**config.mk**
```make
export PLATFORM = sky130hd
export DESIGN_NAME = lamport_mutex_node
export DESIGN_NICKNAME = d
export VERILOG_FILES = /design/src/design/lmn_pkg.sv /design/src/design/lamport_mutex_node.sv /design/src/design/lmn_cell.sv
export SDC_FILE = /design/constraint.sdc
export NUM_CORES = 2
export LEC_CHECK = 0
export ABC_AREA = 1
export BUFFER_PORTS_ARGS = -buffer_cell sky130_fd_sc_hd__buf_2
export CORE_MARGIN = 5
export CORE_UTILIZATION = 40
export CTS_BUF_LIST = sky130_fd_sc_hd__clkbuf_4
export CTS_CLUSTER_DIAMETER = 200
export DETAILED_ROUTE_END_ITERATION = 16
export GPL_TIMING_DRIVEN = 0
export PLACE_DENSITY_LB_ADDON = 0.3
export SYNTH_ARGS = -nofsm -noshare
export SYNTH_HDL_FRONTEND = slang
export SYNTH_SLANG_ARGS = --single-unit
export TNS_END_PERCENT = 50
```
**constraint.sdc**
```tcl
create_clock -name i_clk -period 7.6 [get_ports i_clk]
set_clock_uncertainty 0.2 [all_clocks]
set_input_delay 0.38 -clock i_clk [delete_from_list [all_inputs] [get_ports i_clk]]
set_output_delay 0.38 -clock i_clk [all_outputs]
set_load 0.03 [all_outputs]
```
**src/design/lmn_pkg.sv**
```systemverilog
package lmn_pkg;

    localparam int DEF_MAX_NODES = 16;

    localparam logic [31:0] CLOCK_MAX   = 32'hFFFF_FFFF;
    localparam logic [3:0]  REPLY_MAX   = 4'd15;
    localparam logic [4:0]  RST_OWN_ID  = 5'd1;
    localparam logic [4:0]  RST_PCOUNT  = 5'd2;
    localparam logic [31:0] RST_CLOCK   = 32'd0;

    localparam logic [2:0] CMD_RECV_REQ  = 3'd0;
    localparam logic [2:0] CMD_RECV_REP  = 3'd1;
    localparam logic [2:0] CMD_RECV_REL  = 3'd2;
    localparam logic [2:0] CMD_TICK      = 3'd3;
    localparam logic [2:0] CMD_LOCAL_REQ = 3'd4;
    localparam logic [2:0] CMD_LOCAL_EXIT = 3'd5;

    localparam logic [1:0] MSG_REQUEST = 2'd0;
    localparam logic [1:0] MSG_REPLY   = 2'd1;
    localparam logic [1:0] MSG_RELEASE = 2'd2;

    localparam logic [1:0] STS_OK        = 2'd0;
    localparam logic [1:0] STS_FULL      = 2'd1;
    localparam logic [1:0] STS_NO_GRANT  = 2'd2;

    localparam logic [1:0] CFG_OWN_ID      = 2'd0;
    localparam logic [1:0] CFG_PROC_COUNT  = 2'd1;
    localparam logic [1:0] CFG_START_CLOCK = 2'd2;

    typedef struct packed {
        logic        valid;
        logic [4:0]  node;
        logic [31:0] stamp;
    } t_entry;

    typedef struct packed {
        logic        ins;
        logic        rem;
        logic [4:0]  node;
        logic [31:0] stamp;
    } t_tbl_op;

    typedef struct packed {
        logic [2:0]  command;
        logic [4:0]  sender_id;
        logic [31:0] timestamp;
    } t_in_item;

    typedef struct packed {
        logic        msg_valid;
        logic [1:0]  msg_type;
        logic [4:0]  msg_destination;
        logic [31:0] msg_timestamp;
        logic        granted;
        logic [31:0] clock_now;
        logic [3:0]  replies_seen;
        logic [1:0]  status;
        logic        last;
    } t_out_item;

    function automatic logic [31:0] sat_inc(input logic [31:0] v);
        return (v == CLOCK_MAX) ? CLOCK_MAX : v + 32'd1;
    endfunction

endpackage

```
**src/design/lamport_mutex_node.sv**
```systemverilog
// One node of Lamport's distributed mutual exclusion. Items enter on the in
// channel, configuration on the cfg channel (always ready; write only while idle).
// The request table is a sorted row of MAX_NODES cells that shift together on
// insert or remove. An item is taken in the idle state, then passes the table
// states (remove, then insert and state update), then emits its results in turn
// (one per outgoing message, or one if none), stepping over the own id when a
// broadcast reaches it; output stalls hold the emission. The next item is taken
// in the cycle after the last result has moved into the output register.
module lamport_mutex_node #(
    parameter int MAX_NODES = lmn_pkg::DEF_MAX_NODES
) (
    input  logic              i_clk,
    input  logic              i_rst_n,
    input  logic              i_in_valid,
    output logic              o_in_stall,
    input  lmn_pkg::t_in_item  i_in,
    output logic              o_out_valid,
    input  logic              i_out_stall,
    output lmn_pkg::t_out_item o_out,
    input  logic              i_cfg_valid,
    output logic              o_cfg_ready,
    input  logic [1:0]        i_cfg_index,
    input  logic [31:0]       i_cfg_data
);

    localparam int NW = $clog2(MAX_NODES);

    localparam logic [1:0] ST_IDLE = 2'd0;
    localparam logic [1:0] ST_REM  = 2'd1;
    localparam logic [1:0] ST_UPD  = 2'd2;
    localparam logic [1:0] ST_EMIT = 2'd3;

    logic [1:0]  r_state, n_state;
    logic [4:0]  r_own_id, n_own_id;
    logic [4:0]  r_pc, n_pc;
    logic [31:0] r_clock, n_clock;
    logic [3:0]  r_rc, n_rc;
    logic        r_pend, n_pend;
    logic [31:0] r_own_stamp, n_own_stamp;
    lmn_pkg::t_in_item r_item, n_item;
    logic        r_go, n_go;
    logic [1:0]  r_status, n_status;
    logic        r_bcast, n_bcast;
    logic [1:0]  r_mtype, n_mtype;
    logic [NW-1:0] r_nmsg, n_nmsg;
    logic [NW-1:0] r_k, n_k;
    logic [4:0]  r_d, n_d;
    logic        r_out_valid, n_out_valid;
    lmn_pkg::t_out_item r_out, n_out;

    lmn_pkg::t_tbl_op w_op;
    lmn_pkg::t_entry  w_ent [MAX_NODES];
    logic w_cond  [MAX_NODES+1];
    logic w_found [MAX_NODES+1];

    logic       w_full;
    logic       w_granted;
    logic [6:0] w_cnt, w_need, w_n;
    logic       w_own_in;
    logic       w_slot;

    assign w_cond[0]  = 1'b0;
    assign w_found[0] = 1'b0;

    for (genvar g = 0; g < MAX_NODES; g++) begin : g_cell
        lmn_pkg::t_entry w_left, w_right;
        assign w_left  = (g == 0) ? '0 : w_ent[(g == 0) ? 0 : g-1];
        assign w_right = (g == MAX_NODES-1) ? '0 : w_ent[(g == MAX_NODES-1) ? g : g+1];
        lmn_cell u_cell (
            .i_clk       (i_clk),
            .i_rst_n     (i_rst_n),
            .i_op        (w_op),
            .i_left      (w_left),
            .i_left_cond (w_cond[g]),
            .i_right     (w_right),
            .i_found     (w_found[g]),
            .o_cond      (w_cond[g+1]),
            .o_found     (w_found[g+1]),
            .o_entry     (w_ent[g])
        );
    end

    assign w_full   = w_ent[MAX_NODES-1].valid;
    assign w_cnt    = ({2'b0, r_pc} > 7'(MAX_NODES)) ? 7'(MAX_NODES) : {2'b0, r_pc};
    assign w_need   = (w_cnt == 7'd0) ? 7'd0 : w_cnt - 7'd1;
    assign w_own_in = (r_own_id != 5'd0) && ({2'b0, r_own_id} <= w_cnt);
    assign w_n      = ((w_cnt - {6'b0, w_own_in}) > 7'(MAX_NODES-1)) ? 7'(MAX_NODES-1)
                    : (w_cnt - {6'b0, w_own_in});
    assign w_granted = r_pend && w_ent[0].valid && (w_ent[0].node == r_own_id)
                    && ({3'b0, r_rc} >= w_need);
    assign w_slot   = !r_out_valid || !i_out_stall;

    assign o_in_stall  = (r_state != ST_IDLE);
    assign o_out_valid = r_out_valid;
    assign o_out       = r_out;
    assign o_cfg_ready = 1'b1;

    always_comb begin
        w_op = '0;
        case (r_state)
            ST_REM: begin
                if (r_item.command == lmn_pkg::CMD_RECV_REL) begin
                    w_op = '{ins: 1'b0, rem: 1'b1, node: r_item.sender_id,
                             stamp: r_item.timestamp};
                end else if ((r_item.command == lmn_pkg::CMD_LOCAL_REQ && r_pend) ||
                             (r_item.command == lmn_pkg::CMD_LOCAL_EXIT && w_granted)) begin
                    w_op = '{ins: 1'b0, rem: 1'b1, node: r_own_id, stamp: r_own_stamp};
                end
            end
            ST_UPD: begin
                if (r_item.command == lmn_pkg::CMD_RECV_REQ && !w_full) begin
                    w_op = '{ins: 1'b1, rem: 1'b0, node: r_item.sender_id,
                             stamp: r_item.timestamp};
                end else if (r_item.command == lmn_pkg::CMD_LOCAL_REQ && !w_full) begin
                    w_op = '{ins: 1'b1, rem: 1'b0, node: r_own_id, stamp: r_clock};
                end
            end
            default: w_op = '0;
        endcase
    end

    always_comb begin
        n_state     = r_state;
        n_own_id    = r_own_id;
        n_pc        = r_pc;
        n_clock     = r_clock;
        n_rc        = r_rc;
        n_pend      = r_pend;
        n_own_stamp = r_own_stamp;
        n_item      = r_item;
        n_go        = r_go;
        n_status    = r_status;
        n_bcast     = r_bcast;
        n_mtype     = r_mtype;
        n_nmsg      = r_nmsg;
        n_k         = r_k;
        n_d         = r_d;
        n_out_valid = r_out_valid && i_out_stall;
        n_out       = r_out;

        if (i_cfg_valid) begin
            case (i_cfg_index)
                lmn_pkg::CFG_OWN_ID:      n_own_id = i_cfg_data[4:0];
                lmn_pkg::CFG_PROC_COUNT:  n_pc     = i_cfg_data[4:0];
                lmn_pkg::CFG_START_CLOCK: n_clock  = i_cfg_data;
                default: ;
            endcase
        end

        case (r_state)
            ST_IDLE: begin
                if (i_in_valid) begin
                    n_item  = i_in;
                    n_state = ST_REM;
                end
            end
            ST_REM: begin
                n_go    = w_granted;
                n_state = ST_UPD;
            end
            ST_UPD: begin
                n_status = lmn_pkg::STS_OK;
                n_bcast  = 1'b0;
                n_nmsg   = '0;
                n_k      = '0;
                n_d      = 5'd1;
                case (r_item.command)
                    lmn_pkg::CMD_RECV_REQ: begin
                        if (w_full) begin
                            n_status = lmn_pkg::STS_FULL;
                        end else begin
                            n_clock = (r_clock < r_item.timestamp)
                                    ? lmn_pkg::sat_inc(r_item.timestamp)
                                    : lmn_pkg::sat_inc(r_clock);
                            n_mtype = lmn_pkg::MSG_REPLY;
                            n_nmsg  = NW'(1);
                        end
                    end
                    lmn_pkg::CMD_RECV_REP: begin
                        if (r_rc != lmn_pkg::REPLY_MAX) begin
                            n_rc = r_rc + 4'd1;
                        end
                        n_clock = (r_clock < r_item.timestamp)
                                ? lmn_pkg::sat_inc(r_item.timestamp)
                                : lmn_pkg::sat_inc(r_clock);
                    end
                    lmn_pkg::CMD_TICK: begin
                        n_clock = lmn_pkg::sat_inc(r_clock);
                    end
                    lmn_pkg::CMD_LOCAL_REQ: begin
                        if (w_full) begin
                            n_pend   = 1'b0;
                            n_status = lmn_pkg::STS_FULL;
                        end else begin
                            n_pend      = 1'b1;
                            n_own_stamp = r_clock;
                            n_rc        = '0;
                            n_bcast     = 1'b1;
                            n_mtype     = lmn_pkg::MSG_REQUEST;
                            n_nmsg      = w_n[NW-1:0];
                        end
                    end
                    lmn_pkg::CMD_LOCAL_EXIT: begin
                        if (r_go) begin
                            n_pend  = 1'b0;
                            n_bcast = 1'b1;
                            n_mtype = lmn_pkg::MSG_RELEASE;
                            n_nmsg  = w_n[NW-1:0];
                        end else begin
                            n_status = lmn_pkg::STS_NO_GRANT;
                        end
                    end
                    default: ;
                endcase
                n_state = ST_EMIT;
            end
            ST_EMIT: begin
                if (r_bcast && r_nmsg != '0 && r_d == r_own_id) begin
                    n_d = r_d + 5'd1;
                end else if (w_slot) begin
                    n_out_valid           = 1'b1;
                    n_out.granted         = w_granted;
                    n_out.clock_now       = r_clock;
                    n_out.replies_seen    = r_rc;
                    n_out.status          = r_status;
                    if (r_nmsg == '0) begin
                        n_out.msg_valid       = 1'b0;
                        n_out.msg_type        = lmn_pkg::MSG_REQUEST;
                        n_out.msg_destination = '0;
                        n_out.msg_timestamp   = '0;
                        n_out.last            = 1'b1;
                        n_state               = ST_IDLE;
                    end else begin
                        n_out.msg_valid       = 1'b1;
                        n_out.msg_type        = r_mtype;
                        n_out.msg_destination = r_bcast ? r_d : r_item.sender_id;
                        n_out.msg_timestamp   = r_bcast ? r_own_stamp : r_clock;
                        n_out.last            = (r_k == r_nmsg - NW'(1));
                        n_k                   = r_k + NW'(1);
                        n_d                   = r_d + 5'd1;
                        if (r_k == r_nmsg - NW'(1)) begin
                            n_state = ST_IDLE;
                        end
                    end
                end
            end
            default: n_state = ST_IDLE;
        endcase
    end

    always_ff @(posedge i_clk) begin
        if (!i_rst_n) begin
            r_state     <= ST_IDLE;
            r_own_id    <= lmn_pkg::RST_OWN_ID;
            r_pc        <= lmn_pkg::RST_PCOUNT;
            r_clock     <= lmn_pkg::RST_CLOCK;
            r_rc        <= '0;
            r_pend      <= 1'b0;
            r_own_stamp <= '0;
            r_out_valid <= 1'b0;
        end else begin
            r_state     <= n_state;
            r_own_id    <= n_own_id;
            r_pc        <= n_pc;
            r_clock     <= n_clock;
            r_rc        <= n_rc;
            r_pend      <= n_pend;
            r_own_stamp <= n_own_stamp;
            r_out_valid <= n_out_valid;
        end
    end

    always_ff @(posedge i_clk) begin
        r_item   <= n_item;
        r_go     <= n_go;
        r_status <= n_status;
        r_bcast  <= n_bcast;
        r_mtype  <= n_mtype;
        r_nmsg   <= n_nmsg;
        r_k      <= n_k;
        r_d      <= n_d;
        r_out    <= n_out;
    end

endmodule

```
**src/design/lmn_cell.sv**
```systemverilog
module lmn_cell (
    input  logic            i_clk,
    input  logic            i_rst_n,
    input  lmn_pkg::t_tbl_op i_op,
    input  lmn_pkg::t_entry  i_left,
    input  logic            i_left_cond,
    input  lmn_pkg::t_entry  i_right,
    input  logic            i_found,
    output logic            o_cond,
    output logic            o_found,
    output lmn_pkg::t_entry  o_entry
);

    lmn_pkg::t_entry r_ent;
    lmn_pkg::t_entry n_ent;
    logic w_less;
    logic w_match;

    assign w_less  = {i_op.stamp, i_op.node} < {r_ent.stamp, r_ent.node};
    assign o_cond  = !r_ent.valid || w_less;
    assign w_match = r_ent.valid && (r_ent.node == i_op.node) && (r_ent.stamp == i_op.stamp);
    assign o_found = i_found || w_match;
    assign o_entry = r_ent;

    always_comb begin
        n_ent = r_ent;
        if (i_op.ins) begin
            if (i_left_cond) begin
                n_ent = i_left;
            end else if (o_cond) begin
                n_ent = '{valid: 1'b1, node: i_op.node, stamp: i_op.stamp};
            end
        end else if (i_op.rem && o_found) begin
            n_ent = i_right;
        end
    end

    always_ff @(posedge i_clk) begin
        if (!i_rst_n) begin
            r_ent <= '0;
        end else begin
            r_ent <= n_ent;
        end
    end

endmodule

```
==> insert_results.sql <==
INSERT INTO impl_metrics (metric_group, metric, value, unit) VALUES
('outcome', 'run_status', 'finished, violations left', ''),
('outcome', 'failed_checks', 'max-capacitance violations, max-slew violations', ''),
('worst_setup_path', 'worst-endpoint-required', '8.67', 'ns'),
('synth', 'synth.yosys.seq_area_share', '28.4', '%'),
('flow_run', 'max_cap_viol', '1', ''),
('worst_setup_path', 'crit_fanout', '38', ''),
('power', 'power_switching_share', '45.1', '%'),
('routing', 'remaining_drc_errors', '0', ''),
('floorplan', 'starting_density_of_the_core', '40.1', '%'),
('synth', 'synth_edf_count', '139', ''),
('placed_design', 'pre_cts_ws', '-1.28', 'ns'),
('worst_setup_path', 'critPathMostFrequentCell', 'sky130_fd_sc_hd__nand2_1', ''),
('grt', 'grt_first_pass_wirelength', '453000', 'µm'),
('grt', 'grt_start_max_net_pins', '41', ''),
('floorplan', 'die_h', '408', 'µm'),
('synth', 'synth_commonest_cells', 'sky130_fd_sc_hd__nand2_1 (1836), sky130_fd_sc_hd__a21oi_1 (1225), sky130_fd_sc_hd__o21ai_0 (1124)', ''),
('clock_tree', 'cts_inserted_buffers', '238', ''),
('power', 'max-vdd-ir-drop', '0.000210', 'V'),
('final_layout', 'drive_gt1_share', '8.65', '%'),
('synth', 'synth_area_leader_cell', 'sky130_fd_sc_hd__dfxtp_1', ''),
('min_path', 'holdCritPathClass', 'in -> reg', ''),
('sta', 'maxSlewViolCount', '11', ''),
('floorplan', 'design.die.area', '0.166', 'mm²'),
('synth', 'avgSynthCellArea', '6.68', 'µm²'),
('synth', 'synth.top_cell.area_share', '21.8', '%'),
('sta', 'final.setup.worst_slack', '0.137', 'ns'),
('synth', 'syn-num-nets', '10300', ''),
('placed_design', 'placed_cells', '11700', ''),
('routing', 'drt-initial-drc-count', '10400', ''),
('routing', 'postRouteWirelength', '321000', 'µm'),
('synth', 'yosys_warnings', '0', ''),
('synth', 'synth.top_cells.by_area', 'sky130_fd_sc_hd__dfxtp_1 (22%), sky130_fd_sc_hd__ha_1 (15%), sky130_fd_sc_hd__nand2_1 (11%), sky130_fd_sc_hd__a21oi_1 (9.7%), sky130_fd_sc_hd__o21ai_0 (8.9%)', ''),
('floorplan', 'io_pins', '162', ''),
('routing', 'drt-vias-per-instance', '5.93', ''),
('final_layout', 'nFillCells', '16600', ''),
('synth', 'netlist_area', '0.0633', 'mm²'),
('sta', 'tightest_slew', '1.54', 'ns'),
('worst_setup_path', 'critPathKind', 'reg -> reg', ''),
('grt', 'globalRouteMet3Util', '9.54', '%'),
('sta', 'finalCriticalPeriod', '7.46', 'ns'),
('placed_design', 'dpl_wire_length', '234000', 'µm'),
('synth', 'postSynth.asyncResetShare', '0', '%'),
('clock_tree', 'tritoncts_num_sinks', '829', ''),
('clock_tree', 'cts_tree', 'done', ''),
('routing', 'num_vias', '73600', ''),
('power', 'intPower', '9.03', 'mW'),
('sta', 'finalHoldViolCount', '0', ''),
('worst_setup_path', 'setup.worst_path.start_class', 'flop', ''),
('placed_design', 'placement.cell_area', '0.0668', 'mm²'),
('floorplan', 'num_rows', '146', ''),
('sta', 'fin_tns_setup', '0', 'ns'),
('grt', 'grt_remaining_overflow', '0', ''),
('power', 'power.sequential.fraction', '33.3', '%'),
('worst_setup_path', 'crit_path_top_delay_cell', 'sky130_fd_sc_hd__ha_1', ''),
('power', 'power-per-cell-area', '224', 'mW/mm²'),
('final_layout', 'design_area', '0.0733', 'mm²'),
('clock_tree', 'insertion_delay', '1.42', 'ns'),
('clock_tree', 'max-clock-path-buffers', '3', ''),
('final_layout', 'syn_to_final_growth', '15.8', '%'),
('clock_tree', 'cts_htree_levels', '4', ''),
('worst_setup_path', 'cpPeakStageDelay', '0.42', 'ns'),
('sta', 'final-setup-viol-count', '0', ''),
('sta', 'final.period_utilization', '98.2', '%'),
('grt', 'grt_antenna_before_repair', '17', ''),
('power', 'power.combinational.fraction', '40.1', '%'),
('placed_design', 'gp_routability_congestion', '1.02', ''),
('grt', 'groute.layer.met2.usage', '53.4', '%'),
('grt', 'gr_busiest_metal', 'met2', ''),
('power', 'proportion_of_power_drawn_by_the_clock_network', '26.6', '%'),
('clock_tree', 'cts.reportedPaths.clkPinSlew', '0.08', 'ns'),
('synth', 'yosys.cell_count.top_type', 'sky130_fd_sc_hd__nand2_1', '');
==> cells in the final DEF, fill, tap and decap left out, types with 249 or more instances in the layout <==
master / instances
sky130_fd_sc_hd__nand3_1: 323
sky130_fd_sc_hd__buf_2: 249
sky130_fd_sc_hd__nand2_1: 1828
sky130_fd_sc_hd__ha_1: 780
sky130_fd_sc_hd__clkbuf_4: 334
sky130_fd_sc_hd__o21ai_0: 1124
sky130_fd_sc_hd__clkbuf_1: 372
sky130_fd_sc_hd__nor2_1: 993
sky130_fd_sc_hd__a21oi_1: 1224
sky130_fd_sc_hd__dfxtp_1: 690
sky130_fd_sc_hd__inv_1: 954
==> per-stage QoR <==
stage | hold WS (ns) | util, %
CTS | 0.00214 | 45.8
detailed placement | 0.217 | 42.3
finish | 0.104 | 46.5
floorplan | 0.200 | -
global placement | 0.204 | 42.3
global route | 0.0557 | 46.4
==> state kept, by name, summed over array words and instances, names as in the netlist, 2 cells and up <==
| signal | flops |
|---|---|
| g_cell.u_cell.o_entry | 608 |
| o_out | 80 |
| r_clock | 32 |
| r_d | 5 |
| r_item | 40 |
| r_k | 4 |
| r_mtype | 2 |
| r_nmsg | 4 |
| r_own_id | 5 |
| r_own_stamp | 32 |
| r_pc | 5 |
| r_rc | 4 |
| r_state | 2 |
| r_status | 2 |
==> power by group through the flow <==
| stage | clock network (mW) | registers [mW] | logic (mW) |
|---|---|---|---|
| floorplan | 0 | 5.42 | 3.88 |
| global placement | 0 | 5.55 | 5.92 |
| detailed placement | 0 | 5.53 | 6.01 |
| CTS | 4.38 | 5.44 | 6.21 |
| global route | 4.63 | 5.49 | 7.07 |
| finish | 4.37 | 5.47 | 6.59 |
==> cell type report <==
| class | instances | area, µm² | share of cell area (%) |
|---|---|---|---|
| multi-input combinational | 7094 | 39600 | 53.9 |
| sequential | 829 | 18000 | 24.5 |
| inverter | 1014 | 4580 | 6.24 |
| timing repair buffer | 401 | 3100 | 4.23 |
| tap | 2072 | 2590 | 3.54 |
| clock buffer | 334 | 2510 | 3.42 |
| buffer | 550 | 2420 | 3.30 |
| clock inverter | 94 | 475 | 0.648 |
| timing repair inverter | 7 | 55.1 | 0.0751 |
| antenna | 21 | 52.6 | 0.0717 |
==> repair_timing <==
action                                  in CTS  in global routing
pin swaps                                    0                  1
endpoints found under the hold margin      260                  0
gates resized for setup                    168                 95
buffers inserted                            26                 47
gates cloned                                 6                  1
hold buffers                               166                  0
endpoints found under the setup margin     606                265
==> kinds of logic after synthesis <==
group                    synth area share [%]
AND/OR/NAND/NOR                          23.2
AO/OA/AOI/OAI                            22.4
buffers and inverters                    9.81
flip-flops                               28.4
adder cells (fa/ha/maj)                  15.4
XOR/XNOR                                0.664
multiplexers                            0.105
other                                 0.00592
==> path summary, 6_finish.rpt <==
kind	from	endpoint	slack [ns]	depth (start not counted)
setup / recovery	r_pc[0]	g_cell[14].u_cell.o_entry[37]	0.14	41
hold / removal	i_in[2]	r_item[2]	0.10	3
setup reg to reg	r_pc[0]	g_cell[14].u_cell.o_entry[37]	0.14	41
hold reg to reg	r_status[1]	o_out[2]	0.22	0
==> worst max-delay path, delay by kind of cell (launching register included) <==
family / cells / cell delay (ns)
buf+inv: 7 / 1.18
compound gates: 4 / 0.56
flops: 1 / 0.31
fa+ha+maj: 3 / 0.95
simple gates: 27 / 3.98
==> per-layer routing <==
metal | up-vias | share of wire (%)
li1 | 33400 | -
met1 | 34100 | 39
met2 | 5077 | 41
met3 | 1053 | 13
met4 | 6 | 8.0
met5 | - | 0.014
(Power assumes the default switching activity.)
